$ cat config.mk
export PLATFORM = sky130hd
export DESIGN_NAME = key_event_to_hid_report
export DESIGN_NICKNAME = d
export VERILOG_FILES = /design/src/hdl/khr_pkg.sv /design/src/hdl/khr_decode.sv /design/src/hdl/khr_key_cell.sv /design/src/hdl/key_event_to_hid_report.sv
export SDC_FILE = /design/constraint.sdc
export NUM_CORES = 1
export LEC_CHECK = 0
export BUFFER_PORTS_ARGS = -buffer_cell sky130_fd_sc_hd__buf_2
export CORE_UTILIZATION = 49
export CTS_BUF_LIST = sky130_fd_sc_hd__clkbuf_8 sky130_fd_sc_hd__clkbuf_16
export DETAILED_ROUTE_END_ITERATION = 16
export PLACE_DENSITY = 0.72
export SLEW_MARGIN = 20
export SYNTH_ARGS = -nofsm -noshare
export SYNTH_HDL_FRONTEND = slang
export SYNTH_SLANG_ARGS = --single-unit
$ cat constraint.sdc
create_clock -name i_clk -period 3.58 [get_ports i_clk]
set_input_delay 0.179 -clock i_clk [delete_from_list [all_inputs] [get_ports i_clk]]
set_output_delay 0.179 -clock i_clk [all_outputs]
set_load 0.05 [all_outputs]
$ cat src/hdl/khr_pkg.sv
`default_nettype none
// ----------------------------------------------------------------------------
// khr_pkg: shared types, constants and key code tables
// Types and lookup functions for the key event to HID report converter.
// ----------------------------------------------------------------------------
package khr_pkg;

    // number of key slots held in the cell row
    localparam int KEY_SLOTS = 6;
    // number of slot fields in the report
    localparam int OUT_SLOTS = 6;

    // platform codes of the eight modifier keys
    localparam logic [7:0] CODE_LCTRL  = 8'd113;
    localparam logic [7:0] CODE_RCTRL  = 8'd114;
    localparam logic [7:0] CODE_LSHIFT = 8'd59;
    localparam logic [7:0] CODE_RSHIFT = 8'd60;
    localparam logic [7:0] CODE_LALT   = 8'd57;
    localparam logic [7:0] CODE_RALT   = 8'd58;
    localparam logic [7:0] CODE_LGUI   = 8'd117;
    localparam logic [7:0] CODE_RGUI   = 8'd118;

    // input transaction
    typedef struct packed {
        logic [7:0] key_code;
        logic       key_down;
    } t_key_event;

    // output transaction
    typedef struct packed {
        logic       handled;
        logic [7:0] modifier_byte;
        logic [7:0] slot_zero;
        logic [7:0] slot_one;
        logic [7:0] slot_two;
        logic [7:0] slot_three;
        logic [7:0] slot_four;
        logic [7:0] slot_five;
    } t_hid_report;

    // decoded event held between decode and the cell row
    typedef struct packed {
        logic       handled;
        logic       key_down;
        logic [7:0] mod_mask;
        logic [7:0] hid;
    } t_decoded;

    // command broadcast to every cell
    typedef struct packed {
        logic       press;
        logic       release_key;
        logic       any_hit;
        logic [7:0] hid;
    } t_cell_cmd;

    // flags handed from one cell to the next
    typedef struct packed {
        logic hit;
        logic free;
    } t_cell_link;

    // modifier bit for a platform code, zero when not a modifier
    function automatic logic [7:0] modifier_mask(input logic [7:0] code);
        logic [7:0] m;
        unique case (code)
            CODE_LCTRL:  m = 8'h01;
            CODE_LSHIFT: m = 8'h02;
            CODE_LALT:   m = 8'h04;
            CODE_LGUI:   m = 8'h08;
            CODE_RCTRL:  m = 8'h10;
            CODE_RSHIFT: m = 8'h20;
            CODE_RALT:   m = 8'h40;
            CODE_RGUI:   m = 8'h80;
            default:     m = 8'h00;
        endcase
        return m;
    endfunction

    // platform code to HID usage, zero means unmapped
    function automatic logic [7:0] hid_lookup(input logic [7:0] code);
        logic [7:0] h;
        unique case (code)
            8'd7:    h = 8'h27;
            8'd8:    h = 8'h1E;
            8'd9:    h = 8'h1F;
            8'd10:   h = 8'h20;
            8'd11:   h = 8'h21;
            8'd12:   h = 8'h22;
            8'd13:   h = 8'h23;
            8'd14:   h = 8'h24;
            8'd15:   h = 8'h25;
            8'd16:   h = 8'h26;
            8'd19:   h = 8'h52;
            8'd20:   h = 8'h51;
            8'd21:   h = 8'h50;
            8'd22:   h = 8'h4F;
            8'd29:   h = 8'h04;
            8'd30:   h = 8'h05;
            8'd31:   h = 8'h06;
            8'd32:   h = 8'h07;
            8'd33:   h = 8'h08;
            8'd34:   h = 8'h09;
            8'd35:   h = 8'h0A;
            8'd36:   h = 8'h0B;
            8'd37:   h = 8'h0C;
            8'd38:   h = 8'h0D;
            8'd39:   h = 8'h0E;
            8'd40:   h = 8'h0F;
            8'd41:   h = 8'h10;
            8'd42:   h = 8'h11;
            8'd43:   h = 8'h12;
            8'd44:   h = 8'h13;
            8'd45:   h = 8'h14;
            8'd46:   h = 8'h15;
            8'd47:   h = 8'h16;
            8'd48:   h = 8'h17;
            8'd49:   h = 8'h18;
            8'd50:   h = 8'h19;
            8'd51:   h = 8'h1A;
            8'd52:   h = 8'h1B;
            8'd53:   h = 8'h1C;
            8'd54:   h = 8'h1D;
            8'd61:   h = 8'h2B;
            8'd62:   h = 8'h2C;
            8'd66:   h = 8'h28;
            8'd67:   h = 8'h2A;
            8'd68:   h = 8'h35;
            8'd69:   h = 8'h2D;
            8'd70:   h = 8'h2E;
            8'd71:   h = 8'h2F;
            8'd72:   h = 8'h30;
            8'd73:   h = 8'h31;
            8'd74:   h = 8'h33;
            8'd75:   h = 8'h34;
            8'd111:  h = 8'h29;
            8'd112:  h = 8'h4C;
            default: h = 8'h00;
        endcase
        return h;
    endfunction

endpackage
`default_nettype wire

$ cat src/hdl/khr_decode.sv
`default_nettype none
// ----------------------------------------------------------------------------
// khr_decode: key event decode stage
// Looks up the modifier bit and HID usage of an event and registers them.
// ----------------------------------------------------------------------------
module khr_decode import khr_pkg::*; (
    input  wire logic       i_clk,
    input  wire logic       i_rst_n,
    input  wire logic       i_en,
    input  wire logic       i_valid,
    input  wire t_key_event i_event,
    output logic            o_valid,
    output t_decoded        o_dec
);

    logic       r_valid;
    t_decoded   r_dec;
    t_decoded   n_dec;
    logic [7:0] mod_mask;
    logic [7:0] hid;

    // modifier decode wins over the table
    always_comb begin
        mod_mask         = modifier_mask(i_event.key_code);
        hid              = (mod_mask != 8'h00) ? 8'h00 : hid_lookup(i_event.key_code);
        n_dec.mod_mask   = mod_mask;
        n_dec.hid        = hid;
        n_dec.key_down   = i_event.key_down;
        n_dec.handled    = (mod_mask != 8'h00) || (hid != 8'h00);
    end

    // stage valid
    always_ff @(posedge i_clk) begin
        if (!i_rst_n) begin
            r_valid <= 1'b0;
        end else if (i_en) begin
            r_valid <= i_valid;
        end
    end

    // stage payload
    always_ff @(posedge i_clk) begin
        if (i_en && i_valid) begin
            r_dec <= n_dec;
        end
    end

    assign o_valid = r_valid;
    assign o_dec   = r_dec;

endmodule
`default_nettype wire

$ cat src/hdl/khr_key_cell.sv
`default_nettype none
// ----------------------------------------------------------------------------
// khr_key_cell: one key slot of the report
// Holds one HID usage, fills on a press and shifts left on a release.
// ----------------------------------------------------------------------------
module khr_key_cell import khr_pkg::*; (
    input  wire logic       i_clk,
    input  wire logic       i_rst_n,
    input  wire t_cell_cmd  i_cmd,
    input  wire t_cell_link i_link,
    input  wire logic [7:0] i_right_key,
    output t_cell_link      o_link,
    output logic [7:0]      o_key,
    output logic [7:0]      o_next_key
);

    logic [7:0] r_key;
    logic [7:0] n_key;
    logic       self_hit;
    logic       self_free;

    // match and free flags run along the row
    always_comb begin
        self_hit    = (r_key == i_cmd.hid);
        self_free   = (r_key == 8'h00);
        o_link.hit  = i_link.hit | self_hit;
        o_link.free = i_link.free | self_free;
    end

    // release: this slot and all after the first match take the right value
    // press: first empty slot takes the key unless it is held anywhere
    always_comb begin
        priority if (i_cmd.release_key && o_link.hit) begin
            n_key = i_right_key;
        end else if (i_cmd.press && !i_cmd.any_hit && self_free && !i_link.free) begin
            n_key = i_cmd.hid;
        end else begin
            n_key = r_key;
        end
    end

    always_ff @(posedge i_clk) begin
        if (!i_rst_n) begin
            r_key <= 8'h00;
        end else begin
            r_key <= n_key;
        end
    end

    assign o_key      = r_key;
    assign o_next_key = n_key;

endmodule
`default_nettype wire

$ cat src/hdl/key_event_to_hid_report.sv
`default_nettype none
// Path: each key event is registered in the decode stage, then its report in the output register.
// Throughput: one event per cycle while the output is not stalled; the slot update is a single
//   pass along the row of key cells, so each event sees the state left by the one before.
// Reset (synchronous, active low) clears the modifier byte, all key slots and
//   both valid flags.
// ----------------------------------------------------------------------------
// key_event_to_hid_report: HID boot keyboard report builder
// Decodes key events and keeps the modifier byte and six-key slot row.
// ----------------------------------------------------------------------------
module key_event_to_hid_report import khr_pkg::*; (
    input  wire logic        i_clk,
    input  wire logic        i_rst_n,
    input  wire logic        i_in_valid,
    output logic             o_in_stall,
    input  wire t_key_event  i_in_data,
    output logic             o_out_valid,
    input  wire logic        i_out_stall,
    output t_hid_report      o_out_data
);

    logic        en;
    logic        dec_valid;
    t_decoded    dec;
    logic        apply;
    t_cell_cmd   cmd;
    t_cell_link  link [0:KEY_SLOTS];
    logic [7:0]  key      [0:KEY_SLOTS-1];
    logic [7:0]  next_key [0:KEY_SLOTS-1];
    logic [7:0]  out_slot [0:OUT_SLOTS-1];
    logic [7:0]  r_mod;
    logic [7:0]  n_mod;
    logic        r_out_valid;
    t_hid_report r_out;
    t_hid_report n_out;

    // the pipe moves unless a finished report is held back
    assign en         = !(r_out_valid && i_out_stall);
    assign o_in_stall = !en;
    assign apply      = en && dec_valid;

    khr_decode u_decode (
        .i_clk   (i_clk),
        .i_rst_n (i_rst_n),
        .i_en    (en),
        .i_valid (i_in_valid),
        .i_event (i_in_data),
        .o_valid (dec_valid),
        .o_dec   (dec)
    );

    // command for the cell row; hid is zero for modifiers
    always_comb begin
        cmd.hid         = dec.hid;
        cmd.press       = apply && dec.key_down && (dec.hid != 8'h00);
        cmd.release_key = apply && !dec.key_down && (dec.hid != 8'h00);
        cmd.any_hit     = link[KEY_SLOTS].hit;
    end

    assign link[0] = '{hit: 1'b0, free: 1'b0};

    // row of key cells
    for (genvar g = 0; g < KEY_SLOTS; g++) begin : g_cell
        logic [7:0] right_key;
        if (g == KEY_SLOTS - 1) begin : g_last
            assign right_key = 8'h00;
        end else begin : g_mid
            assign right_key = key[g+1];
        end

        khr_key_cell u_cell (
            .i_clk       (i_clk),
            .i_rst_n     (i_rst_n),
            .i_cmd       (cmd),
            .i_link      (link[g]),
            .i_right_key (right_key),
            .o_link      (link[g+1]),
            .o_key       (key[g]),
            .o_next_key  (next_key[g])
        );
    end

    // report slots past the row read as empty
    for (genvar s = 0; s < OUT_SLOTS; s++) begin : g_out
        if (s < KEY_SLOTS) begin : g_used
            assign out_slot[s] = next_key[s];
        end else begin : g_empty
            assign out_slot[s] = 8'h00;
        end
    end

    // modifier byte update
    always_comb begin
        n_mod = r_mod;
        if (apply && (dec.mod_mask != 8'h00)) begin
            n_mod = dec.key_down ? (r_mod | dec.mod_mask) : (r_mod & ~dec.mod_mask);
        end
    end

    always_ff @(posedge i_clk) begin
        if (!i_rst_n) begin
            r_mod <= 8'h00;
        end else begin
            r_mod <= n_mod;
        end
    end

    // next report
    always_comb begin
        n_out.handled       = dec.handled;
        n_out.modifier_byte = n_mod;
        n_out.slot_zero     = out_slot[0];
        n_out.slot_one      = out_slot[1];
        n_out.slot_two      = out_slot[2];
        n_out.slot_three    = out_slot[3];
        n_out.slot_four     = out_slot[4];
        n_out.slot_five     = out_slot[5];
    end

    // output register
    always_ff @(posedge i_clk) begin
        if (!i_rst_n) begin
            r_out_valid <= 1'b0;
        end else if (en) begin
            r_out_valid <= dec_valid;
        end
    end

    always_ff @(posedge i_clk) begin
        if (apply) begin
            r_out <= n_out;
        end
    end

    assign o_out_valid = r_out_valid;
    assign o_out_data  = r_out;

endmodule
`default_nettype wire

# Word level (Yosys, flattened, before mapping)
# Memory sizes are Yosys's and may differ from the RTL's.
# Cells that the tools add are included.
[op_classes] n_eq_ne=14 reduce_logical=45 n_bitwise=12 muxes=17
[op_table] operator="8-bit 2-to-1 mux" n=16
[op_table] operator="8-bit one-hot mux with 8 select lines" n=1
[op_table] operator="8-bit equality test" n=6
[op_table] operator="8-bit zero test" n=6
[op_table] operator="8-bit by 6-bit equality test with 1-bit output, second input constant" n=4
[op_table] operator="8-bit by 7-bit equality test with 1-bit output, second input constant" n=4
[op_table] operator="8-bit nonzero test" n=4
[op_table] operator="1-bit logical AND" n=26
[op_table] operator="1-bit bitwise OR" n=9
[op_table] operator="8-bit bitwise AND" n=1
[op_table] operator="1-bit zero test" n=8
[op_table] operator="8-bit NOT" n=1
[op_table] operator="8-bit bitwise OR" n=1
[op_table] operator="1-bit logical OR" n=1
[word_totals] out_inout_bits=59 rom_bits=896 input_bits=13 register_bits=133 mem_count=1
[mem_list] memory="(no name shown)" depth=128 word_bits=7 read_ports=1 rd_ports_with_merged_regs=0 wr=0 line_no="khr_pkg.sv:83" text="unique case (code)"

# Longest topological paths before layout
# Gate-level depths: netlist of run 1.
[depth] ltp_word=12 depth_mapped=10 depth_no_buf=9

# Hierarchy
# From an unflattened synthesis of run 1, not the netlist that was laid out.
[hier_totals] cells_unflattened=714 hier_area_um2=7627.3
[by_module_without_submodules] module="khr_key_cell" seq_area_each_um2=160.2 area_per_inst_um2=629.4 instances=6 cells_per_inst=69
[by_module_without_submodules] module="key_event_to_hid_report" seq_area_each_um2=1891.8 area_per_inst_um2=2307.2 instances=1 cells_per_inst=125
[by_module_without_submodules] module="khr_decode" seq_area_each_um2=530.5 area_per_inst_um2=1544.0 instances=1 cells_per_inst=175

# Worst setup path after synthesis of run 1
# No wires, ideal clock.
[synth_path] path_type="reg-to-reg" from="register r_out_valid (netlist: o_out_valid)" to="register r_out, in the netlist o_out_data[39] (data pin)" setup_time_ps=262 slack_ps=-430 n_path_buf=0 required_time_ps=3318 t_arrival_ps=3748 stages_incl_launch_ff=6 period_less_slack_ps=4010 cell_sequence="dfxtp_1 -> a21boi_2 -> o41ai_4 -> or2_4 -> a21oi_4 -> mux2_4"
[synth_via] elab_chain_len=10 elab_cells_between_ends=13
[synth_lines] item="start: declaration" line_no="key_event_to_hid_report.sv:33" text="logic r_out_valid;"
[synth_lines] item="start signal: assignment" line_no="key_event_to_hid_report.sv:125" text="r_out_valid <= dec_valid;"
[synth_lines] item="1-bit logical AND *" line_no="key_event_to_hid_report.sv:38" text="assign en = !(r_out_valid && i_out_stall);"
[synth_lines] item="1-bit zero test *" line_no="key_event_to_hid_report.sv:38"
[synth_lines] item="1-bit logical AND *" line_no="key_event_to_hid_report.sv:40" text="assign apply = en && dec_valid;"
[synth_lines] item="via apply" line_no="key_event_to_hid_report.sv:25" text="logic apply;"
[synth_lines] item="1-bit logical AND (2 in a row)" line_no="key_event_to_hid_report.sv:55" text="cmd.press = apply && dec.key_down && (dec.hid != 8'h00);"
[synth_lines] item="1-bit logical AND (3 in a row)" line_no="khr_key_cell.sv:35" text="end else if (i_cmd.press && !i_cmd.any_hit && self_free && !i_link.free) begin"
[synth_lines] item="8-bit 2-to-1 mux" line_no="khr_key_cell.sv:35"
[synth_lines] item="8-bit 2-to-1 mux *" line_no="khr_key_cell.sv:33" text="priority if (i_cmd.release_key && o_link.hit) begin"
[synth_lines] item="via g_cell[1].u_cell.o_next_key[7]" line_no="khr_key_cell.sv:14" text="output logic [7:0] o_next_key"
[synth_lines] item="end signal: assignment" line_no="key_event_to_hid_report.sv:131" text="r_out <= n_out;"
[synth_lines] item="end: declaration" line_no="key_event_to_hid_report.sv:34" text="t_hid_report r_out;"
# The timed path passes the listed nets; every way through them passes the cells marked *.
# A chain may end at the register's enable or synchronous reset.

# Worst setup path in the final report of run 1
[layout_path] from="register u_decode.r_dec, in the netlist u_decode.o_dec[4]" to="register r_out, in the netlist o_out_data[20] (data pin)"
[layout_via] elab_chain_len=12 elab_cells_between_ends=21
[layout_lines] item="start: declaration" line_no="khr_decode.sv:17" text="t_decoded r_dec;"
[layout_lines] item="start signal: assignment" line_no="khr_decode.sv:44" text="r_dec <= n_dec;"
[layout_lines] item="8-bit equality test" line_no="khr_key_cell.sv:24" text="self_hit = (r_key == i_cmd.hid);"
[layout_lines] item="1-bit bitwise OR (5 in a row)" line_no="khr_key_cell.sv:26" text="o_link.hit = i_link.hit | self_hit;"
[layout_lines] item="1-bit zero test" line_no="khr_key_cell.sv:35"
[layout_lines] item="1-bit logical AND (3 in a row)" line_no="khr_key_cell.sv:35"
[layout_lines] item="8-bit 2-to-1 mux" line_no="khr_key_cell.sv:35"
[layout_lines] item="8-bit 2-to-1 mux *" line_no="khr_key_cell.sv:33"
[layout_lines] item="via g_cell[3].u_cell.o_next_key[4]" line_no="khr_key_cell.sv:14"
# Marks and branches as above.

==> results summary, run 1 <==
The flow ran to the end, and the final reports show no timing, DRC or antenna violations. Leaving out fill and tap cells, the most frequent cells in the layout are 74 x edfxtp_1, 71 x buf_2, 58 x dfxtp_1, 52 x nand2_1, 52 x nor2_1. The number of different library cells used by synthesis comes to 67. The number of antenna cells inserted is 0. The number of buffer and inverter stages on the critical path came out at 0. The worst setup path is of the reg -> reg kind. The deepest clock path buffer count came out at 2. Traced cell by cell, the critical path runs through or4_1 > o41ai_4 > nand4b_4 > nor4_4 > a311oi_1 > nor2_1. The count of nets left with antenna violations after detail routing came out at 0. The mean routed wirelength per cell is 17.9 um. The required time of the critical path is 3.74 ns.

STA classifies the critical path endpoint as a register. The post-CTS setup repair buffer count came out at 0. The slew at the pin closest to its max-slew limit came out at 0.846 ns. The total congestion overflow came out at 0.

The area enclosed by the die boundary is about 14,000 um2. The launching point of the worst reg2reg path is u_decode.o_dec[4]$_DFFE_PP_. Yosys attributes the largest share of cell area to edfxtp_1 34%, dfxtp_1 18%, xor2_1 5.6%, mux2i_1 3.5%, nand2_1 3.0%.

The fraction of the cycle the final worst path needs came out at 77.1%. For this run, asynchronously set or reset flops after synthesis account for 0%. The ratio of cells with drive above 1 in the final layout is 21.6%.

The area of the core region came out at 12,900 um2. Of all cell types, the one taking the most synthesized area is edfxtp_1. The remaining max-slew budget at the tightest pin came out at roughly 44%. The final non-filler cell area came out at between 7000 and 8000 um2. The clock reaches the later pin of the worst-skew pair after 0.42 ns. The number of clock buffers inserted by TritonCTS is 17. The synthesis-stage register bit count is 132. The count of pins on the block boundary is 72. The warning count from the yosys run is 0.

The leakage power figure is 3.23 nW. The count of input and output buffers is 71. Dividing total power by cell area gives a power density of approximately 520 nW/um2. The worst setup path is launched from a register. The slowest cell on the critical path is edfxtp_1. The number of setup violations in the final report came out at 0. The number of cells produced by synthesis is 614. In the final timing run, aggregate negative setup slack is 0 ns.

The tree is rooted in a clkbuf_16. The final layout contains 700 nets. The sequential cells in the finished layout cover a total of 3380 um2. The part of the power in the clock network is 47.2%. The die outline width came out at roughly 120 um. Fill cells in the final layout number 1,092. The detailed-route vias per instance came out at 5.81.

The synthesized area per cell came out at between 10 and 15 um2. The clock-pin transition on the worst setup and hold timing paths is 0.06 ns. The share of the yosys chip area belonging to registers came out at between 50% and 60%. The maximum vdd drop came out at 0.356 mV.

In this run the worst hold path is classified as in -> reg. The post-place instance area came out at between 7000 and 8000 um2. The maximum clock frequency is 362 MHz. The clock tree from TritonCTS is done. The number of antenna violations at the first check in global routing came to 0.

The starting density of the core came out at 51.1%. The count of flip-flops with a built-in enable after synthesis is 74. The number of endpoints with negative hold slack in the final report came out at 0.

The number of pins exceeding their max-slew limit in the final report came out at 0. The highest fanout seen on the critical path is 13. The combinational group share of total power came out at between 10% and 20%.

The detailed placer's ending HPWL is around 10,000 um. The setup slack of the most critical reg-to-reg path came out at 0.82 ns. The via count of the first global-routing pass came out at 5,033. At the worst endpoint, the arrival time is a little under 3 ns.

The global routing usage summed across all routing layers is 23.2%. The first-pass GRT wire length is between 20,000 and 30,000 um. The remaining routing DRC violations is 0. From synthesis to final layout, the design area changed by 17.1%.

Entering global routing, the biggest net connects 66 pins. The first routing iteration left 440 violations. The final setup skew came out at between 0.007 and 0.008 ns. The floorplan has 41 rows. The cell count after placement is just over 800.

Per report_power, the sequential group accounts for between 40% and 50% of the total. The worst hold path begins at i_out_stall. The kind of cell with the highest combined delay along the critical path is simple AND/OR/NAND/NOR gates. The synthesized net count came out at 636.

Among all flip-flop cells after synthesis, the most frequent one is edfxtp_1. After synthesis the cells add up to 6580 um2. The top cell type's share of synthesized area came out at 33.8%. The count of hold-fix buffers inserted at cts came out at 1.

The routed wire length came out at 15,400 um. The area used by multi-input combinational logic came out at 3020 um2. The final critical path time including I/O delays and setup is 2.76 ns. The TritonCTS sink count came out at 132. The CTS H-tree depth is 4. On the worst path, the slowest cell contributes a delay of roughly 0.67 ns. Tracing the worst setup path back leads to its startpoint at u_decode.o_dec[4]$_DFFE_PP_.

The share of the core filled with cells in the final layout came out at 59.8%. The number of non-filler instances in the completed layout is 863. The switching power is around 1.0 mW. Routability-driven placement finished with a final weighted congestion of 0.853.

The via count of the routed design is 5,017. The most common cell after layout, fill and taps aside is edfxtp_1. The switching portion of total power is between 20% and 30%. The worst hold-check slack came out at 0.179 ns. The post-cts resize count is 0.

The number of search-and-repair iterations in the first detailed-routing pass came out at 5. Setup repair after global routing left no endpoint under its margin. The max-capacitance violation count is 0.

The die height is 118 um. The internal power of the cells totals 3.02 mW.
## per-layer routing
| metal | part of all wire [%] | vias up | global-route usage, % |
|---|---|---|---|
| met5 | 0 | - | 0 |
| met2 | 51 | 195 | 39.7 |
| met1 | 41 | 2395 | 27.9 |
| met4 | 2.6 | 0 | 11.1 |
| li1 | - | 2393 | - |
| met3 | 5.8 | 34 | 4.65 |
## sequential cells by signal (all words and copies together), names as in the netlist
signal,cells
o_out_data,57
u_decode.o_dec,17
u_decode.o_valid,1
o_out_valid,1
g_cell.u_cell.o_key,48
r_mod,8
## cell type report
cell class,count,area share [%]
Clock buffer,17,5.52
Clock inverter,15,2.97
Inverter,5,0.244
Multi-Input combinational cell,444,39.2
Sequential cell,132,43.9
Tap cell,172,2.79
Timing Repair Buffer,78,5.33
## metrics by stage
| step | power (mW) | worst slack [ns] |
|---|---|---|
| floorplan | 2.05 | 0.365 |
| detailed placement | 2.15 | 0.875 |
| finish | 4.02 | 0.818 |
| global route | 4.14 | 0.695 |
| CTS | 4.03 | 0.833 |
| global placement | 2.14 | 0.934 |
## synth_stat cells, types with 7 or more instances
cell      count
nand3_1      18
edfxtp_1     74
dfxtp_1      58
and2_1       27
mux2_2        9
xor2_1       42
o21ai_0      17
nor3b_1       7
nor2b_1       8
clkbuf_1     21
a311oi_1      8
ha_1          9
nand2_1      52
nand2b_1      7
a31oi_1      17
nor2_1       52
a21oi_1      32
mux2i_1      23
o21ai_2       7
a21boi_0     13
nor4_1       22
## kinds of logic after synthesis
logic type	count (synthesis)	synth area share [%]
muxes	35	5.66
adders and majority gates	9	1.71
and+or+nand+nor	230	19.4
DFF	132	51.4
AOI/OAI and AO/OA	128	13.4
buffers and inverters	38	2.89
xor gates and xnor gates	42	5.59
## power groups by stage
stage | clock network (mW) | logic [mW] | registers [mW]
after floorplan | 0 | 0.240 | 1.81
after global placement | 0 | 0.405 | 1.74
after detailed placement | 0 | 0.410 | 1.74
after CTS | 1.91 | 0.413 | 1.71
after global routing | 1.98 | 0.447 | 1.71
final | 1.90 | 0.415 | 1.71
## worst reg2reg max path, stage by stage (launching register included)
cell	delay, ns
edfxtp_1	0.67
or4_1	0.66
o41ai_4	0.31
nand4b_4	0.28
nor4_4	0.10
a311oi_1	0.39
nor2_1	0.09
## final timing paths
check        depth (start not counted)                            end
max                                  6       o_out_data[20]$_DFFE_PP_
min                                  3  u_decode.o_valid$_SDFFE_PN0N_
max reg2reg                          6       o_out_data[20]$_DFFE_PP_
min reg2reg                          0       o_out_data[56]$_DFFE_PP_
No activity file was read; power rests on OpenSTA's default activity.
==> run 2: changes to the inputs <==
- PLACE_DENSITY: 0.72 -> 0.7
- clock period: 3.58 -> 2.75 ns (I/O delays scaled with it)
==> run 2 against run 1 <==
Worst hold slack worse by 0.061 ns. Critical path type unchanged. Highest routed layer unchanged. Sequential cell count is the same. Critical path depth up 1. Non-clock buffer count grew 16. Global-route usage fell by 0.55 points. Fmax up 7.1%. Clock power grew 21%. Utilization grew 0.63 points. Combinational power rose by 42%. Cell area grew 1.1%. Power increased by 26%. Clock skew increased by 0.0063 ns.
==> results summary, run 2 (synthesis results as in run 1) <==
The final setup skew was 0.0135 ns (was 0.00720 ns). The number of inserted filler cells in the final layout is 1,097 (was 1,092). The count of nets left with antenna violations after detail routing is 0 (unchanged). The worst min-delay path class is in -> reg (unchanged). The clock tree from TritonCTS was done (unchanged). The critical path's top delay family was simple AND/OR/NAND/NOR gates (unchanged).

The TritonCTS sink count came out at 132 (unchanged). The number of endpoints with negative hold slack in the final report is 0 (unchanged). The part of the power in the clock network is 45.2% (was 47.2%).

The kind of end point of the critical path is a register (unchanged). The mean routed wirelength per cell is 17.4 um (was 17.9 um). The area enclosed by the die boundary was 13,900 um2 (unchanged).

The terminus of the critical flop-to-flop path is o_out_data[25]$_DFFE_PP_ (was o_out_data[20]$_DFFE_PP_). The share of the core filled with cells in the final layout came out at 60.5% (was 59.8%). The most common cell after layout, fill and taps aside is edfxtp_1 (unchanged). The kind of critical path is reg -> reg (unchanged).

The first-pass GRT wire length was 24,600 um (was 25,500 um). The highest fanout seen on the critical path was 8 (was 13). The detailed-route vias per instance is 5.78 (was 5.81).

The weighted congestion at the end of routability-driven global placement came to 0.895 (was 0.853). The hold path startpoint is i_out_stall (unchanged). The number of non-filler instances in the completed layout is 879 (was 863). The setup slack of the most critical reg-to-reg path came out at 0.17 ns (was 0.82 ns). The number of cells traversed by the worst register-to-register path was 7 (was 6). The power consumption is 5.07 mW (was 4.02 mW). The detailed placer's ending HPWL is 10,300 um (was 10,400 um). The remaining routing DRC violations is 0 (unchanged).

The die outline width was 118 um (unchanged). The remaining max-slew budget at the tightest pin is 44.1% (was 43.6%). The power density normalized to cell area was 651 nW/um2 (was 521 nW/um2). The DRC marker count from the first detailed-route iteration is 378 (was 440).

The clock-pin transition on the worst setup and hold timing paths is 0.07 ns (was 0.06 ns). The later-pin clock latency in the skew report is 0.43 ns (was 0.42 ns). The relative contribution of sequential cells to total power is 43.2% (was 42.5%). The arrival time of the worst setup path came out at 2.75 ns (was 2.92 ns).

The internal portion of total power is 3.64 mW (was 3.02 mW). The CTS H-tree depth came out at 4 (unchanged). The starting density of the core is 51.1% (unchanged).

The total congestion overflow came out at 0 (unchanged). The launching point of the worst reg2reg path was u_decode.o_dec[1]$_DFFE_PP_ (was u_decode.o_dec[4]$_DFFE_PP_). The depth of the worst hold-timing path is 3 (unchanged). The number of search-and-repair iterations in the first detailed-routing pass came out at 5 (unchanged). The ratio of cells with drive above 1 in the final layout was 23.8% (was 21.6%).

The count of pins on the block boundary came out at 72 (unchanged). The number of buffer and inverter stages on the critical path came out at 0 (unchanged). The hold path endpoint was u_decode.o_valid$_SDFFE_PN0N_ (unchanged). The via count of the routed design was 5,078 (was 5,017). The fraction of the cycle the final worst path needs was 93.7% (was 77.1%).

The number of nets in the final layout is 716 (was 700). The met3 track utilization from global routing is 6.15% (was 4.65%). The leakage power figure is 3.30 nW (was 3.23 nW). The area of the core region is 12,900 um2 (unchanged). Commonest non-fill, non-tap cells in the layout: 74 x edfxtp_1, 71 x buf_2, 57 x dfxtp_1, 52 x nand2_1, 52 x nor2_1 (was 74 x edfxtp_1, 71 x buf_2, 58 x dfxtp_1, 52 x nand2_1, 52 x nor2_1).

The number of setup violations in the final report is 0 (unchanged). The cell count after placement is 843 (was 830). The via count of the first global-routing pass came out at 4,740 (was 5,033). Result of the run: completed (unchanged). The maximum number of pins on one net before global-route repair came out at 66 (unchanged). The flip-flop count of the largest register, all copies and words added was 57 (unchanged). The die height came out at 118 um (unchanged). The number of antenna cells inserted came out at 0 (unchanged).

The met1 track demand over resource is 29.5% (was 27.9%). The maximum clock frequency came out at 388 MHz (was 362 MHz). The combinational group share of total power is 11.6% (was 10.3%).

The maximum vdd drop is 0.448 mV (was 0.356 mV). The slowest cell on the critical path is edfxtp_1 (unchanged). The slew at the pin closest to its max-slew limit came out at 0.839 ns (was 0.846 ns). The number of standard-cell rows in the floorplan is 41 (unchanged). Unrepaired setup endpoints after global routing: no (unchanged).

The critical path startpoint category is a register (unchanged). The final critical path time including I/O delays and setup came out at 2.58 ns (was 2.76 ns). The number of pins exceeding their max-slew limit in the final report came out at 0 (unchanged). The required time of the critical path came out at 2.92 ns (was 3.74 ns). The switching power came out at 1.43 mW (was 1.00 mW). The max-capacitance violation count is 0 (unchanged).

The global-route track usage on met2 was 35.9% (was 39.7%). The number of antenna violations at the first check in global routing was 0 (unchanged). The largest incremental delay on the critical path is 0.56 ns (was 0.67 ns). The buffer cell driving the clock tree root is clkbuf_16 (unchanged).

The deepest clock path buffer count came out at 2 (unchanged). The count of input and output buffers came out at 71 (unchanged). The synthesis-to-layout area growth is 18.3% (was 17.1%). Cells along the critical path: xor2_1 > nor4_1 > nand2_2 > and3_4 > nor2_4 > mux2i_1 > nand2_1 (was or4_1 > o41ai_4 > nand4b_4 > nor4_4 > a311oi_1 > nor2_1).

The global routing usage summed across all routing layers came out at 22.7% (was 23.2%). The switching portion of total power is 28.2% (was 24.9%). The routed wire length is 15,300 um (was 15,400 um). The number of clock buffers inserted by TritonCTS came to 17 (unchanged). The layer carrying the most global-route usage is met2 (unchanged).
==> run 2: changes by cell type in the layout (fill, tap and decap cells not counted), sizes merged <==
| cell | previous run | this run |
|---|---|---|
| clkinvlp | 3 | 0 |
| buf | 77 | 93 |
| inv | 7 | 17 |
| bufinv | 5 | 1 |
| clkinv | 5 | 2 |
==> run 2: area by class of cell <==
class | instances | area, um2 | share of cell area (%)
Clock inverter | 15 | 178 | 2.28
Tap cell | 172 | 215 | 2.76
Timing Repair Buffer | 94 | 531 | 6.81
Clock buffer | 17 | 425 | 5.46
Inverter | 5 | 18.8 | 0.241
Sequential cell | 132 | 3390 | 43.5
Multi-Input combinational cell | 444 | 3030 | 38.9
==> run 2: power groups by stage <==
stage / registers (mW) / clock network, mW / logic, mW
2_1_floorplan: 2.36 / 0 / 0.313
3_3_place_gp: 2.23 / 0 / 0.572
3_5_place_dp: 2.24 / 0 / 0.574
4_1_cts: 2.19 / 2.31 / 0.577
5_1_grt: 2.20 / 2.39 / 0.631
6_report: 2.19 / 2.29 / 0.588
==> run 2: what timing repair did <==
action / 4_1_cts / 5_1_grt
hold endpoints to repair: 1 / 0
setup buffers: 0 / 3
endpoints found under the setup margin: 0 / 3
hold buffers: 1 / 0
gates resized for setup: 0 / 1
==> run 2: worst max path at each step <==
stage	start	to	cells after the start
global route	u_decode.o_dec[0]$_DFFE_PP_	o_out_data[26]$_DFFE_PP_	7
finish	u_decode.o_dec[1]$_DFFE_PP_	o_out_data[25]$_DFFE_PP_	7
CTS	u_decode.o_dec[0]$_DFFE_PP_	o_out_data[19]$_DFFE_PP_	8
detailed placement	u_decode.o_dec[2]$_DFFE_PP_	o_out_data[25]$_DFFE_PP_	7
global placement	u_decode.o_dec[0]$_DFFE_PP_	o_out_data[25]$_DFFE_PP_	7
floorplan	o_out_valid$_SDFFE_PN0N_	o_out_data[39]$_DFFE_PP_	5
==> run 2: per-stage QoR <==
step | setup TNS [ns] | setup slack, ns | area, um2 | hold WS (ns)
6_report | 0 | 0.172 | 7790 | 0.117
5_1_grt | 0 | 0.0198 | 7790 | 0.137
4_1_cts | 0 | 0.156 | 7760 | 0.108
3_5_place_dp | 0 | 0.183 | 7150 | 0.321
3_3_place_gp | 0 | 0.256 | 7150 | 0.318
2_1_floorplan | -11.13 | -0.283 | 6600 | 0.236
==> run 2: worst register-to-register path, delay by kind of cell (launching register included) <==
| family | cells | cell delay, ns |
|---|---|---|
| xor gates and xnor gates | 1 | 0.21 |
| DFF | 1 | 0.56 |
| muxes | 1 | 0.28 |
| and+or+nand+nor | 5 | 1.27 |
==> run 2: layer usage <==
metal / wire [um] / vias up
met1: 6750 / 2411
li1: - / 2425
met3: 1090 / 27
met4: 246 / 0
met5: 0 / -
met2: 7190 / 215
